File: src/rtl/wsor_pkg.sv
`default_nettype none
// ----------------------------------------------------------------------------
// wsor_pkg: shared types and constants for the window sigma outlier filter
// Widths of the sample fields and of the fixed-point deviation arithmetic.
// ----------------------------------------------------------------------------
package wsor_pkg;

	localparam int WIN    = 5;   // samples in the window
	localparam int CTR    = 2;   // centre position, index WIN-1 is newest
	localparam int TAIL_N = 3;   // window positions that can be emitted
	localparam int TS_W   = 31;
	localparam int VAL_W  = 32;
	localparam int FILL_W = 3;
	localparam int SUM_W  = 35;  // sum of five 32-bit values
	localparam int DEV_W  = 36;  // 5*v - sum, signed
	localparam int MAG_W  = 35;  // |5*v - sum|
	localparam int SQ_W   = 2 * MAG_W;
	localparam int TOT_W  = SQ_W + 3;

	typedef logic [FILL_W-1:0]        fill_t;
	typedef logic [TS_W-1:0]          ts_t;
	typedef logic signed [VAL_W-1:0]  val_t;
	typedef val_t [WIN-1:0]           win_val_t;
	typedef ts_t  [WIN-1:0]           win_ts_t;
	typedef logic [MAG_W-1:0]         mag_t;
	typedef logic [SQ_W-1:0]          sq_t;
	typedef logic [TOT_W-1:0]         tot_t;

	localparam fill_t FILL_FULL   = fill_t'(WIN);
	localparam fill_t FILL_CENTRE = fill_t'(3);  // centre position holds a sample
	localparam fill_t FILL_PAIR   = fill_t'(2);  // next-to-newest holds a sample

	// one emittable sample
	typedef struct packed {
		ts_t  ts;
		val_t value;
	} smp_t;

	// positions CTR..WIN-1 of the window, entry 0 is the centre
	typedef smp_t [TAIL_N-1:0] tail_t;

	// control that travels with each pipeline beat
	typedef struct packed {
		logic  valid;
		fill_t fill;
		logic  last;
	} item_ctl_t;

	// which tail positions one item sends out, oldest in bit 0
	typedef struct packed {
		logic emit_newest;
		logic emit_next;
		logic keep_centre;
	} emit_mask_t;

	// Square a 35-bit magnitude as a 32x32 product plus narrow side terms.
	function automatic sq_t mag_square(mag_t mag);
		logic [31:0]        lo;
		logic [MAG_W-33:0]  hi;
		logic [63:0]        ll;
		logic [MAG_W-1:0]   hl;
		logic [5:0]         hh;
		lo = mag[31:0];
		hi = mag[MAG_W-1:32];
		ll = 64'(lo) * 64'(lo);
		hl = MAG_W'(hi) * MAG_W'(lo);
		hh = 6'(hi) * 6'(hi);
		return SQ_W'(ll) + (SQ_W'(hl) << 33) + (SQ_W'(hh) << 64);
	endfunction

endpackage
`default_nettype wire

File: src/rtl/wsor_window.sv
`default_nettype none
// ----------------------------------------------------------------------------
// wsor_window: five-sample window and series fill tracking
// Shifts in each accepted sample and tags the beat with the fill level.
// ----------------------------------------------------------------------------
module wsor_window (
	input  wire                   clk,
	input  wire                   arst_n,
	input  wire                   adv,
	input  wire                   sample_valid,
	input  wsor_pkg::ts_t         sample_timestamp,
	input  wsor_pkg::val_t        sample_value,
	input  wire                   last_sample,
	output wsor_pkg::win_val_t    win_value,
	output wsor_pkg::win_ts_t     win_stamp,
	output wsor_pkg::item_ctl_t   ctl_s1
);
	import wsor_pkg::*;

	win_val_t  value_q;
	win_ts_t   stamp_q;
	fill_t     fill_q;
	fill_t     fill_next;
	logic      accept;

	assign accept    = sample_valid && adv;
	assign fill_next = (fill_q < FILL_FULL) ? fill_q + fill_t'(1) : FILL_FULL;

	// shift the window, newest at the top
	always_ff @(posedge clk) begin
		if (accept) begin
			for (int k = 0; k < WIN - 1; k++) begin
				value_q[k] <= value_q[k+1];
				stamp_q[k] <= stamp_q[k+1];
			end
			value_q[WIN-1] <= sample_value;
			stamp_q[WIN-1] <= sample_timestamp;
		end
	end

	// track fill, restart after the final sample of a series
	always_ff @(posedge clk or negedge arst_n) begin
		if (!arst_n) begin
			fill_q <= '0;
			ctl_s1 <= '0;
		end else if (adv) begin
			ctl_s1.valid <= sample_valid;
			if (sample_valid) begin
				ctl_s1.fill <= fill_next;
				ctl_s1.last <= last_sample;
				fill_q      <= last_sample ? '0 : fill_next;
			end
		end
	end

	assign win_value = value_q;
	assign win_stamp = stamp_q;

endmodule
`default_nettype wire

File: config.mk
export PLATFORM = sky130hd
export DESIGN_NAME = wsor_window
export DESIGN_NICKNAME = d
export VERILOG_FILES = /design/src/rtl/wsor_pkg.sv /design/src/rtl/wsor_window.sv
export SDC_FILE = /design/constraint.sdc
export NUM_CORES = 1
export LEC_CHECK = 0
export BUFFER_PORTS_ARGS = -buffer_cell sky130_fd_sc_hd__buf_2
export CAP_MARGIN = 20
export CORE_MARGIN = 2
export CORE_UTILIZATION = 40
export DETAILED_ROUTE_END_ITERATION = 10
export HOLD_SLACK_MARGIN = 0.03
export PLACE_DENSITY = 0.69
export REMOVE_ABC_BUFFERS = 1
export SYNTH_ARGS = -nofsm -noshare
export SYNTH_HDL_FRONTEND = slang
export SYNTH_SLANG_ARGS = --single-unit
File: constraint.sdc
create_clock -name clk -period 3 [get_ports clk]
set_input_delay 0.3 -clock clk [delete_from_list [all_inputs] [get_ports clk]]
set_output_delay 0.3 -clock clk [all_outputs]
set_load 0.1 [all_outputs]
==> flow_summary.yaml <==
clock_network:
  clock_path_buffers: 3
  clock-sinks: 323
  cts_hold_buffers: 66
  post-cts-setup-buffers: 0
  htree_levels: 2
  clkTransAtPathRegs_ns: 0.06
  cts_buffers: 34
  cts_tree: "built"
  cts-resized-gates: 0
  worstSkewPairLatency_ns: 0.50
  clockRootBuffer: "clkbuf_16"
place:
  pre_cts_slack_ns: 1.06
  dp_hpwl_um: 14200
  port_buffers: 387
  place_inst: 1069
  dpl_cell_area_um2: 12300
  gp_congestion: 0.806
worst_setup_path:
  crit_slowest_cell: "dlygate4sd3_1"
  cp_max_fo: 77
  cp_cell_sequence: "dlygate4sd3_1, buf_2, nand2_2, inv_8, buf_4"
  crit_type: "primary input to flop"
  cp.arrival_ns: 2.12
  cpPeakStageDelay_ns: 0.52
  crit_path_start: "adv"
  reg2reg_from: "fill_q[0]"
  crit_path_end_kind: "flop"
  critPathRequiredTime_ns: 3.17
  start_kind: "primary input"
  ff2ff_path_depth: 4
die:
  die_x_um: 161
  fp.coreArea_um2: 24200
  die_area_um2: 25800
  die_h_um: 161
  start_util_pct: 40.5
  rows: 57
  io_pins: 388
power_and_ir_drop:
  sequentialPowerShare_pct: 47.4
  p_sw_share_pct: 28.2
  p_int_uw: 7970
  total_leakage_power_uw: 0.00554
  power.switching_uw: 3120
  pwr-share-comb_pct: 15.0
  peakVddDrop_mv: 0.470
  p_per_area_nw_per_um2: 789
  power_frac_clock_pct: 37.6
logic_synthesis:
  yosys.cell_types.count: 17
  synth_seq_area_share_pct: 98.3
  yosys_warnings: 0
  ys_ff_latch: 323
  synth.avg_cell_area_um2: 28.1
  synthCells: 350
  syn_area_um2: 9820
global_route:
  grt_max_degree: 78
  grtUsageTotal_pct: 15.4
  antenna_found_initial: 0
  grt_pass1_vias: 5235
  grt_first_pass_wirelength_um: 30100
  overflow: 0
route:
  ant_nets: 0
  num_vias: 5320
  drtIter0Drc: 327
  firstDrtPassIters: 4
  wl_per_cell_um: 17.5
  drc_errors: 0
  routed_wl_um: 21000
  viasPerCell: 4.45
sta:
  timing.fmax_mhz: 512
  slew_headroom_pct: 61.5
  skew_ns: 0.0148
  period_needed_ns: 1.95
  hold_viol: 0
  rsz0062_at_grt: "false"
  hold_ws_ns: 0.112
  min_period_over_period_pct: 65.1
  totalNegativeSetupSlack_ns: 0
  slew_violations: 0
  tightest_slew_ns: 0.578
  finalWorstSetupSlack_ns: 1.05
  setup_viol: 0
finish:
  instances_no_fill: 1196
  syn2layout_area_growth_pct: 43.2
  nets: 916
  fill_cells: 1813
  layout_common_cells: "buf_2, edfxtp_1, dlygate4sd3_1, clkbuf_16, clkinv_1"
  drive_gt1_share_pct: 51.0
  diodes: 0
  stdcell_area_um2: 14100
  final_common_cell: "buf_2"
worst_hold_path:
  min_from: "sample_valid"
  hold_path_depth: 3
  min-delay-path-class: "primary input to flop"
status:
  outcome: "finished, final reports clean"
flow_run:
  drv_cap: 0
## worst max-delay path, delay by kind of cell
kind                   cells  cell delay (ns)
buffers and inverters      4             1.55
and+or+nand+nor            1             0.21
## logic make-up after synthesis
family / after synthesis / share of synthesized area (%)
buffers and inverters: 4 / 0.229
and+or+nand+nor: 11 / 0.548
AOI/OAI and AO/OA: 11 / 0.752
adders and majority gates: 1 / 0.127
DFF: 323 / 98.3
## cell type report
| cell class | instances | area [µm²] | share of cell area (%) |
|---|---|---|---|
| clock buffers | 45 | 956 | 6.80 |
| clock inverters | 16 | 173 | 1.23 |
| inverters | 3 | 18.8 | 0.133 |
| multi-input cells | 23 | 140 | 0.996 |
| flip-flops and latches | 323 | 9660 | 68.7 |
| well taps | 324 | 405 | 2.88 |
| repair buffers | 462 | 2720 | 19.3 |
## per-layer routing
metal	routed length, µm	vias to the layer above	global-route usage (%)
li1	-	2418	-
met1	7880	2599	18.0
met2	10800	250	26.5
met3	1650	53	4.88
met4	650	0	6.70
met5	0	-	0
## per-stage QoR
| step | utilization (%) | power [µW] |
|---|---|---|
| 3_5_place_dp | 50.6 | 6960 |
| 6_report | 58.0 | 11100 |
| 5_1_grt | 58.0 | 11400 |
| 3_3_place_gp | 50.6 | 6940 |
| 4_1_cts | 58.0 | 11200 |
| 2_1_floorplan | - | 6720 |
## final timing paths
check                      slack (ns)             to
max                              1.05  win_value[97]
min                              0.11      fill_q[2]
max reg2reg                      1.88      fill_q[2]
min reg2reg                      0.43   win_value[2]
max in group asynchronous        2.63      ctl_s1[4]
min in group asynchronous        0.19      ctl_s1[0]
## synthesized netlist by cell type (all sizes together)
cell type / number / area (µm²)
a21oi: 1 / 5.00
a31oi: 1 / 6.26
buf: 1 / 11.3
dfrtp: 8 / 200
edfxtp: 315 / 9460
ha: 1 / 12.5
inv: 3 / 11.3
nand2: 8 / 32.5
nand4bb: 1 / 11.3
nor2: 1 / 3.75
nor2b: 1 / 6.26
o21ai: 7 / 42.5
o31ai: 2 / 20.0
## power by group through the flow
stage	sequential [µW]	combinational (µW)	clock [µW]
finish	5260	1670	4170
global route	5280	1700	4440
CTS	5260	1670	4270
detailed placement	5350	1610	0
global placement	5350	1600	0
floorplan	6630	92.6	0
## flip-flops by register name, summed over array words and instances (netlist names)
| signal | cells |
|---|---|
| win_value | 160 |
| win_stamp | 155 |
| ctl_s1 | 5 |
| fill_q | 3 |
Note: power is estimated with default switching activity, not from simulation.
