==> config.mk <==
export PLATFORM = sky130hd
export DESIGN_NAME = wsor_emit
export DESIGN_NICKNAME = d
export VERILOG_FILES = /design/src/rtl/wsor_pkg.sv /design/src/rtl/wsor_emit.sv
export SDC_FILE = /design/constraint.sdc
export NUM_CORES = 1
export LEC_CHECK = 0
export BUFFER_PORTS_ARGS = -buffer_cell sky130_fd_sc_hd__clkbuf_2
export CAP_MARGIN = 5
export CORE_ASPECT_RATIO = 1.4
export CORE_MARGIN = 10
export CORE_UTILIZATION = 52
export CTS_BUF_LIST = sky130_fd_sc_hd__clkbuf_4 sky130_fd_sc_hd__clkbuf_8 sky130_fd_sc_hd__clkbuf_16
export DETAILED_ROUTE_END_ITERATION = 6
export GPL_ROUTABILITY_DRIVEN = 0
export PLACE_DENSITY = 0.78
export SETUP_SLACK_MARGIN = 0.02
export SLEW_MARGIN = 10
export SYNTH_ARGS = -nofsm -noshare
export SYNTH_HDL_FRONTEND = slang
export SYNTH_SLANG_ARGS = --single-unit
==> constraint.sdc <==
create_clock -name clk -period 7.75 [get_ports clk]
set_clock_uncertainty 0.1 [all_clocks]
set_input_delay 0 -clock clk [delete_from_list [all_inputs] [get_ports clk]]
set_output_delay 0 -clock clk [all_outputs]
set_load 0.01 [all_outputs]
==> src/rtl/wsor_pkg.sv <==
`default_nettype none
// ----------------------------------------------------------------------------
// wsor_pkg: shared types and constants for the window sigma outlier filter
// Widths of the sample fields and of the fixed-point deviation arithmetic.
// ----------------------------------------------------------------------------
package wsor_pkg;

	localparam int WIN    = 5;   // samples in the window
	localparam int CTR    = 2;   // centre position, index WIN-1 is newest
	localparam int TAIL_N = 3;   // window positions that can be emitted
	localparam int TS_W   = 31;
	localparam int VAL_W  = 32;
	localparam int FILL_W = 3;
	localparam int SUM_W  = 35;  // sum of five 32-bit values
	localparam int DEV_W  = 36;  // 5*v - sum, signed
	localparam int MAG_W  = 35;  // |5*v - sum|
	localparam int SQ_W   = 2 * MAG_W;
	localparam int TOT_W  = SQ_W + 3;

	typedef logic [FILL_W-1:0]        fill_t;
	typedef logic [TS_W-1:0]          ts_t;
	typedef logic signed [VAL_W-1:0]  val_t;
	typedef val_t [WIN-1:0]           win_val_t;
	typedef ts_t  [WIN-1:0]           win_ts_t;
	typedef logic [MAG_W-1:0]         mag_t;
	typedef logic [SQ_W-1:0]          sq_t;
	typedef logic [TOT_W-1:0]         tot_t;

	localparam fill_t FILL_FULL   = fill_t'(WIN);
	localparam fill_t FILL_CENTRE = fill_t'(3);  // centre position holds a sample
	localparam fill_t FILL_PAIR   = fill_t'(2);  // next-to-newest holds a sample

	// one emittable sample
	typedef struct packed {
		ts_t  ts;
		val_t value;
	} smp_t;

	// positions CTR..WIN-1 of the window, entry 0 is the centre
	typedef smp_t [TAIL_N-1:0] tail_t;

	// control that travels with each pipeline beat
	typedef struct packed {
		logic  valid;
		fill_t fill;
		logic  last;
	} item_ctl_t;

	// which tail positions one item sends out, oldest in bit 0
	typedef struct packed {
		logic emit_newest;
		logic emit_next;
		logic keep_centre;
	} emit_mask_t;

	// Square a 35-bit magnitude as a 32x32 product plus narrow side terms.
	function automatic sq_t mag_square(mag_t mag);
		logic [31:0]        lo;
		logic [MAG_W-33:0]  hi;
		logic [63:0]        ll;
		logic [MAG_W-1:0]   hl;
		logic [5:0]         hh;
		lo = mag[31:0];
		hi = mag[MAG_W-1:32];
		ll = 64'(lo) * 64'(lo);
		hl = MAG_W'(hi) * MAG_W'(lo);
		hh = 6'(hi) * 6'(hi);
		return SQ_W'(ll) + (SQ_W'(hl) << 33) + (SQ_W'(hh) << 64);
	endfunction

endpackage
`default_nettype wire

==> src/rtl/wsor_emit.sv <==
`default_nettype none
// ----------------------------------------------------------------------------
// wsor_emit: result sequencer and output register
// Sends the kept samples of each beat one per cycle while out_stall is low, oldest first.
// ----------------------------------------------------------------------------
module wsor_emit (
	input  wire                   clk,
	input  wire                   arst_n,
	input  wire                   item_valid,
	input  wsor_pkg::emit_mask_t  item_mask,
	input  wsor_pkg::tail_t       item_tail,
	output logic                  item_ready,
	output logic                  out_valid,
	input  wire                   out_stall,
	output wsor_pkg::ts_t         out_timestamp,
	output wsor_pkg::val_t        out_value,
	output logic                  out_last
);
	import wsor_pkg::*;

	logic [TAIL_N-1:0] pend_q;
	logic [TAIL_N-1:0] pend_left;
	tail_t             tail_q;
	logic              out_free;
	logic              send;
	smp_t              pick;
	logic              pick_last;

	assign out_free  = !out_valid || !out_stall;
	assign send      = out_free && (pend_q != '0);
	assign pend_left = send ? (pend_q & (pend_q - TAIL_N'(1))) : pend_q;
	assign item_ready = (pend_left == '0);

	// select the oldest pending sample
	always_comb begin
		if (pend_q[0]) begin
			pick      = tail_q[0];
			pick_last = 1'b0;
		end else if (pend_q[1]) begin
			pick      = tail_q[1];
			pick_last = 1'b0;
		end else begin
			pick      = tail_q[2];
			pick_last = 1'b1;
		end
	end

	// load a new beat once the previous one is drained
	always_ff @(posedge clk or negedge arst_n) begin
		if (!arst_n) begin
			pend_q    <= '0;
			out_valid <= 1'b0;
		end else begin
			if (item_valid && item_ready) begin
				pend_q <= item_mask;
			end else begin
				pend_q <= pend_left;
			end
			if (out_free) begin
				out_valid <= send;
			end
		end
	end

	// hold the beat payload and the output register
	always_ff @(posedge clk) begin
		if (item_valid && item_ready) begin
			tail_q <= item_tail;
		end
		if (send) begin
			out_timestamp <= pick.ts;
			out_value     <= pick.value;
			out_last      <= pick_last;
		end
	end

endmodule
`default_nettype wire

==> reports/results.ini, run 1 <==
[run_status]
run_status=complete, no violations

[sta]
setup-tns-final_ns=0
setup_repair_after_global_routing_missed_its_margin=no
report.final.slew_viol_count=0
post-route-min-period_ns=3.514
final.period_utilization_pct=45.35
timing.final.hold_violations=0
setup_viol=0
clock.fmax_mhz=284.6
tightestPinTransition_ns=1.033
max_slew_margin_pct=31.00

[global_routing]
grt.total_usage_pct=23.08
grt_antenna_before_repair=2
first_global_vias=6874
maximum_number_of_pins_on_one_net_before_global_route_repair=107
grt_overflow=0
grt_pass1_wl_um=41340

[critical_path]
max_fo_critical_path=81
worstSetupEndpoint=tail_q[15]
critical_path.max_stage_delay_ns=0.87
worst-r2r-setup-slack_ns=4.24
critPathRequiredTime_ns=7.76
timing.critical_path.max_delay_family=buffers and inverters
worst-r2r-cell-count=4
cp.arrival_ns=3.52
crit-reg2reg-launch=pend_q[1]
worstSetupPathType=register to register
cp-startpoint=pend_q[1]
timing.critical_path.to_type=register
crit_path_top_delay_cell=sky130_fd_sc_hd__buf_4
cp_num_buf_inv=1
worst_r2r_endpoint=tail_q[15]
crit_cells=4
crit_path_start_kind=register
worstPathCellList=a221oi_1, or3_1, and2_4, buf_4

[floorplan]
io_pins=262
die_span_in_x_um=132.3
core_region_area_mm2=0.01733
floorplan.die_area_mm2=0.02344
fp.dieH_um=177.2
floorplan.rows=57
start_util_pct=52.95

[logic_synthesis]
post_synth_xor_area_fraction_pct=0
synth_enable_flop_cells=253
synth.avg_cell_area_um2=18.54
netlist_instances=495
synth-compound-area-share_pct=4.350
area_contributors_post_synth=sky130_fd_sc_hd__edfxtp_1 83%, sky130_fd_sc_hd__mux2i_1 6.9%, sky130_fd_sc_hd__nand2_1 2.8%, sky130_fd_sc_hd__o21ai_0 2.1%, sky130_fd_sc_hd__o21ai_1 1.4%
yosysUniqueCellTypes=24
cell_taking_the_most_area_after_synthesis=sky130_fd_sc_hd__edfxtp_1
synth_top_cell_area_share_pct=82.79
syn-num-nets=691
post_synthesis_register_bit_count=257
yosys.area_share.simple_pct=3.245
synth_adder_area_share_pct=0
synth-warning-count=0
largest_family_of_logic_cells_by_synthesized_area=multiplexers
post_synth_most_frequent_cells=253 x sky130_fd_sc_hd__edfxtp_1, 68 x sky130_fd_sc_hd__nand2_1, 63 x sky130_fd_sc_hd__mux2i_1, 38 x sky130_fd_sc_hd__o21ai_0, 25 x sky130_fd_sc_hd__o21ai_1
synth.most_common_cell=sky130_fd_sc_hd__edfxtp_1
syn_area_mm2=0.009176
portion_of_netlist_area_occupied_by_mux_cells_pct=6.872
yosys_most_used_dff=sky130_fd_sc_hd__edfxtp_1
synth-async-reset-ratio_pct=1.556
seq_area_frac_synth_pct=83.88

[finish]
layout_cell_share_with_drive_strength_beyond_1_pct=31.12
finish.net_count=1159
area_growth_syn_to_layout_pct=47.12
layout.cell_area.non_filler_mm2=0.01350

[clock_network]
clk_latency_ns=0.50
cts.repair_timing.setup_buffer_count=0
post_cts.resized_instances=0
postCtsHoldBufs=202
numClockSinks=257
clock_tree.buffer_depth=3
cts_made_buffers=23
htreeDepth=1
clock_tree_from_tritoncts=done
cts-root-buf=sky130_fd_sc_hd__clkbuf_16
cts.clk_slew.worst_paths_ns=0.07

[power]
static-leakage-power_nw=5.345
max-vdd-ir-drop_mv=0.2773
power_density_mw_per_mm2=353.7

[min_path]
worstHoldPathType=primary input to register

[placement]
detailed_place_hpwl_um=14700
placement.cell_area_mm2=0.01069
placement.io_buffers=261

[detailed_routing]
drtAntennaViolNets=0
drc_violation_count_after_routing=0
routed_wire_length_um=27460
drc_marker_count_from_the_first_detailed_route_iteration=485
drt-wirelength-per-cell_um=22.60
vias=6275
drt_pass_1_iters=5
average_via_count_per_standard_cell=5.165

[job]
timing.max_cap.violations=0

## worst min path at each step
stage	startpoint	end	slack, ns	depth (start not counted)
6_report	item_tail[180]	tail_q[180]	0.11	2
5_1_grt	item_tail[180]	tail_q[180]	0.10	2
4_1_cts	item_tail[120]	tail_q[120]	0.09	2
3_5_place_dp	arst_n	pend_q[0]	-0.28	1
3_3_place_gp	arst_n	pend_q[0]	-0.29	1
2_1_floorplan	arst_n	out_valid	-0.40	0
## registers in the layout, summed over array words and instances (netlist names)
signal         count
tail_q           189
out_value         32
out_timestamp     31
pend_q             3
out_last           1
out_valid          1
## area by class of cell
type | instances | area (µm²)
Multi-Input combinational cell | 213 | 1341
Fill cell | 917 | 3830
Antenna cell | 2 | 5.005
Timing Repair Buffer | 468 | 3366
Tap cell | 236 | 295.3
Clock buffer | 25 | 590.6
Clock inverter | 14 | 197.7
Sequential cell | 257 | 7705
## cell usage in the layout (no fill, tap or decap), drive strengths merged, types with 2 or more instances in the layout
| cell | n |
|---|---|
| clkinv | 7 |
| a221oi | 3 |
| a21oi | 2 |
| buf | 5 |
| a211oi | 2 |
| diode | 2 |
| nand2 | 68 |
| mux2i | 63 |
| dlygate4sd3 | 202 |
| o21ai | 63 |
| clkbuf | 286 |
| edfxtp | 253 |
| nor2 | 2 |
| dfrtp | 4 |
| and2 | 2 |
| bufinv | 5 |
## cells by family (layout without fill, tap and decap cells)
logic type | count (synthesis) | count (layout)
compound gates | 74 | 74
flops | 257 | 257
buf+inv | 25 | 507
mux | 63 | 63
simple gates | 76 | 76
other cells | 0 | 2
## through the flow
step | utilization [%] | std cells | power, W | setup WS (ns) | hold slack [ns]
CTS | 77.87 | 1213 | 0.004722 | 4.446 | 0.09235
floorplan | - | 495 | 0.003056 | 1.715 | -0.3956
global placement | 61.66 | 972 | 0.003382 | 4.568 | -0.2863
global route | 77.90 | 1215 | 0.004981 | 4.081 | 0.1020
finish | 77.90 | 1215 | 0.004775 | 4.236 | 0.1100
detailed placement | 61.66 | 972 | 0.003445 | 4.477 | -0.2801
## worst reg2reg max path, cell delays in order (launching register included)
cell and delay (ns):
sky130_fd_sc_hd__dfrtp_4 0.61, sky130_fd_sc_hd__a221oi_1 0.59, sky130_fd_sc_hd__or3_1 0.22, sky130_fd_sc_hd__and2_4 0.60, sky130_fd_sc_hd__buf_4 0.90
## per-layer routing
layer	GRT usage, %	vias to the layer above	part of all wire, %
met5	0	-	0
met1	24.61	3037	34
met4	10.39	0	4.2
met2	42.27	339	55
li1	-	2827	-
met3	5.767	72	7.2
## where the power goes
part	internal (W)	switching, W	total, W
clock network	0.000717	0.000491	0.00121
registers	0.00217	0.000215	0.00238
logic	0.000442	0.000740	0.00118
total	0.00333	0.00145	0.00477
(Power assumes the default switching activity.)
==> run 2, diff against run 1 <==
--- a/config.mk
+++ b/config.mk
@@ -9,11 +9,11 @@
 export CAP_MARGIN = 5
 export CORE_ASPECT_RATIO = 1.4
 export CORE_MARGIN = 10
-export CORE_UTILIZATION = 52
+export CORE_UTILIZATION = 47
 export CTS_BUF_LIST = sky130_fd_sc_hd__clkbuf_4 sky130_fd_sc_hd__clkbuf_8 sky130_fd_sc_hd__clkbuf_16
 export DETAILED_ROUTE_END_ITERATION = 6
 export GPL_ROUTABILITY_DRIVEN = 0
-export PLACE_DENSITY = 0.78
+export PLACE_DENSITY = 0.74
 export SETUP_SLACK_MARGIN = 0.02
 export SLEW_MARGIN = 10
 export SYNTH_ARGS = -nofsm -noshare
==> constraint.sdc (replaced) <==
create_clock -name clk -period 3.16 [get_ports clk]
set_clock_uncertainty 0.1 [all_clocks]
set_input_delay 0 -clock clk [delete_from_list [all_inputs] [get_ports clk]]
set_output_delay 0 -clock clk [all_outputs]
set_load 0.01 [all_outputs]
==> reports/results.ini, run 2 (synthesized netlist as in run 1, its figures left out) <==
[run_status]
run_status=complete, no violations

[clock_network]
clk_latency_ns=0.51
numClockSinks=257
clock_tree.buffer_depth=3
cts.clk_slew.worst_paths_ns=0.07
post_cts.resized_instances=0
postCtsHoldBufs=201
cts_made_buffers=24
htreeDepth=1
cts-root-buf=sky130_fd_sc_hd__clkbuf_16
cts.repair_timing.setup_buffer_count=0
clock_tree_from_tritoncts=done

[critical_path]
cp.arrival_ns=3.13
timing.critical_path.to_type=register
worstPathCellList=buf_4, and3_1, a211oi_1, a2bb2oi_1, dlygate4sd3_1
critical_path.max_stage_delay_ns=0.77
critPathRequiredTime_ns=3.45
crit_path_start_kind=register
timing.critical_path.max_delay_family=buffers and inverters
crit_path_top_delay_cell=sky130_fd_sc_hd__buf_4
cp_num_buf_inv=2
worstSetupPathType=register to register
max_fo_critical_path=52

[sta]
max_slew_margin_pct=35.30
finalWorstSetupSlack_ns=0.3266
setup-tns-final_ns=0
timing.final.hold_violations=0
worst_hold_slack_ns=0.1023
setup_repair_after_global_routing_missed_its_margin=no
clock.fmax_mhz=352.9
tightestPinTransition_ns=0.9705
final.period_utilization_pct=89.67
report.final.slew_viol_count=0
post-route-min-period_ns=2.833
setup_viol=0

[finish]
filler_cell_count=1193
finish.net_count=1167
multi_input_gate_area_in_the_final_layout_mm2=0.001341
area_growth_syn_to_layout_pct=48.87
final_common_cell=sky130_fd_sc_hd__clkbuf_2
final_cell_count_no_fill=1240
number_of_flip_flops_under_the_largest_register_name=189
largest_registers_ranked_by_flip_flop_count=tail_q (189), out_value (32), out_timestamp (31)
layout_cell_share_with_drive_strength_beyond_1_pct=32.36
final_cell_mix=261 x sky130_fd_sc_hd__clkbuf_2, 253 x sky130_fd_sc_hd__edfxtp_1, 201 x sky130_fd_sc_hd__dlygate4sd3_1, 68 x sky130_fd_sc_hd__nand2_1, 63 x sky130_fd_sc_hd__mux2i_1
largest_register=tail_q
seq_area_mm2=0.007705

[global_routing]
grt_antenna_before_repair=3
first_global_vias=6895
grt_overflow=0
grt.total_usage_pct=19.21
grt_pass1_wl_um=38820
maximum_number_of_pins_on_one_net_before_global_route_repair=101

[floorplan]
fp.dieH_um=185.3
io_pins=262
die_span_in_x_um=138.1
start_util_pct=47.75
core_region_area_mm2=0.01922
floorplan.rows=60
floorplan.die_area_mm2=0.02559

[detailed_routing]
drc_marker_count_from_the_first_detailed_route_iteration=463
drc_violation_count_after_routing=0
vias=6197
routed_wire_length_um=25640
drt_pass_1_iters=7
drtAntennaViolNets=0
average_via_count_per_standard_cell=4.998
drt-wirelength-per-cell_um=20.68

[placement]
detailedPlace.worstSlack_ns=0.6702
detailed_place_hpwl_um=14930
dpl.cell_count=992
placement.io_buffers=261

[power]
max-vdd-ir-drop_mv=0.5775
power_switching_w=0.003474
fin_total_pwr_w=0.01164
power_density_mw_per_mm2=851.8
power.share.switching_pct=29.86
static-leakage-power_nw=5.424
power.share.clock_pct=24.4
cellInternalPower_w=0.008161
power_frac_seq_pct=49.7
p_comb_share_pct=25.9

[job]
timing.max_cap.violations=0

[min_path]
worstHoldPathType=primary input to register

run 2: changes by cell type in the layout (fill, tap and decap cells not counted), sizes merged:
cell	before	now
buf	5	13
bufinv	5	1
clkbuf	286	295
clkinv	7	9
clkinvlp	1	0
diode	2	3
dlygate4sd3	202	201
inv	1	0
run 2: routing by layer:
metal	part of all wire, %	global-route usage (%)
met4	3.7	8.411
met3	7.0	5.023
met1	34	20.17
met5	0	0
met2	55	35.40
run 2: per-stage QoR:
| step | utilization, % | cell area [µm²] |
|---|---|---|
| finish | 71.08 | 13660 |
| global route | 71.08 | 13660 |
| floorplan | - | 9183 |
| CTS | 71.04 | 13650 |
| detailed placement | 56.45 | 10850 |
| global placement | 56.45 | 10850 |
run 2: layout make-up:
type / count / share of cell area (%)
Timing Repair Buffer: 475 / 25.65
Sequential cell: 257 / 56.40
Clock inverter: 10 / 0.6411
Antenna cell: 3 / 0.05496
Tap cell: 248 / 2.271
Multi-Input combinational cell: 213 / 9.819
Clock buffer: 34 / 5.166
run 2: worst register-to-register path, delay by kind of cell, from the launching register on:
family / cells / cell delay [ns]
DFF: 1 / 0.66
and+or+nand+nor: 1 / 0.38
AOI/OAI and AO/OA: 2 / 0.24
buffers and inverters: 2 / 1.33
run 2: power by group through the flow:
stage,registers [W],clock network (W),logic (W)
floorplan,0.00588,0,0.00147
global placement,0.00575,0,0.00267
detailed placement,0.00581,0,0.00279
CTS,0.00575,0.00289,0.00301
global route,0.00587,0.00304,0.00327
finish,0.00578,0.00284,0.00302
run 2: final timing paths:
check,start,endpoint,slack [ns],cells after the start
worst max-delay path,pend_q[1],pend_q[2],0.33,5
worst min-delay path,item_tail[53],tail_q[53],0.10,2
min in group asynchronous,arst_n,pend_q[0],0.37,3
max in group asynchronous,arst_n,pend_q[1],2.37,3
worst min register to register,tail_q[62],out_timestamp[30],0.43,2
worst max register to register,pend_q[1],pend_q[2],0.33,5
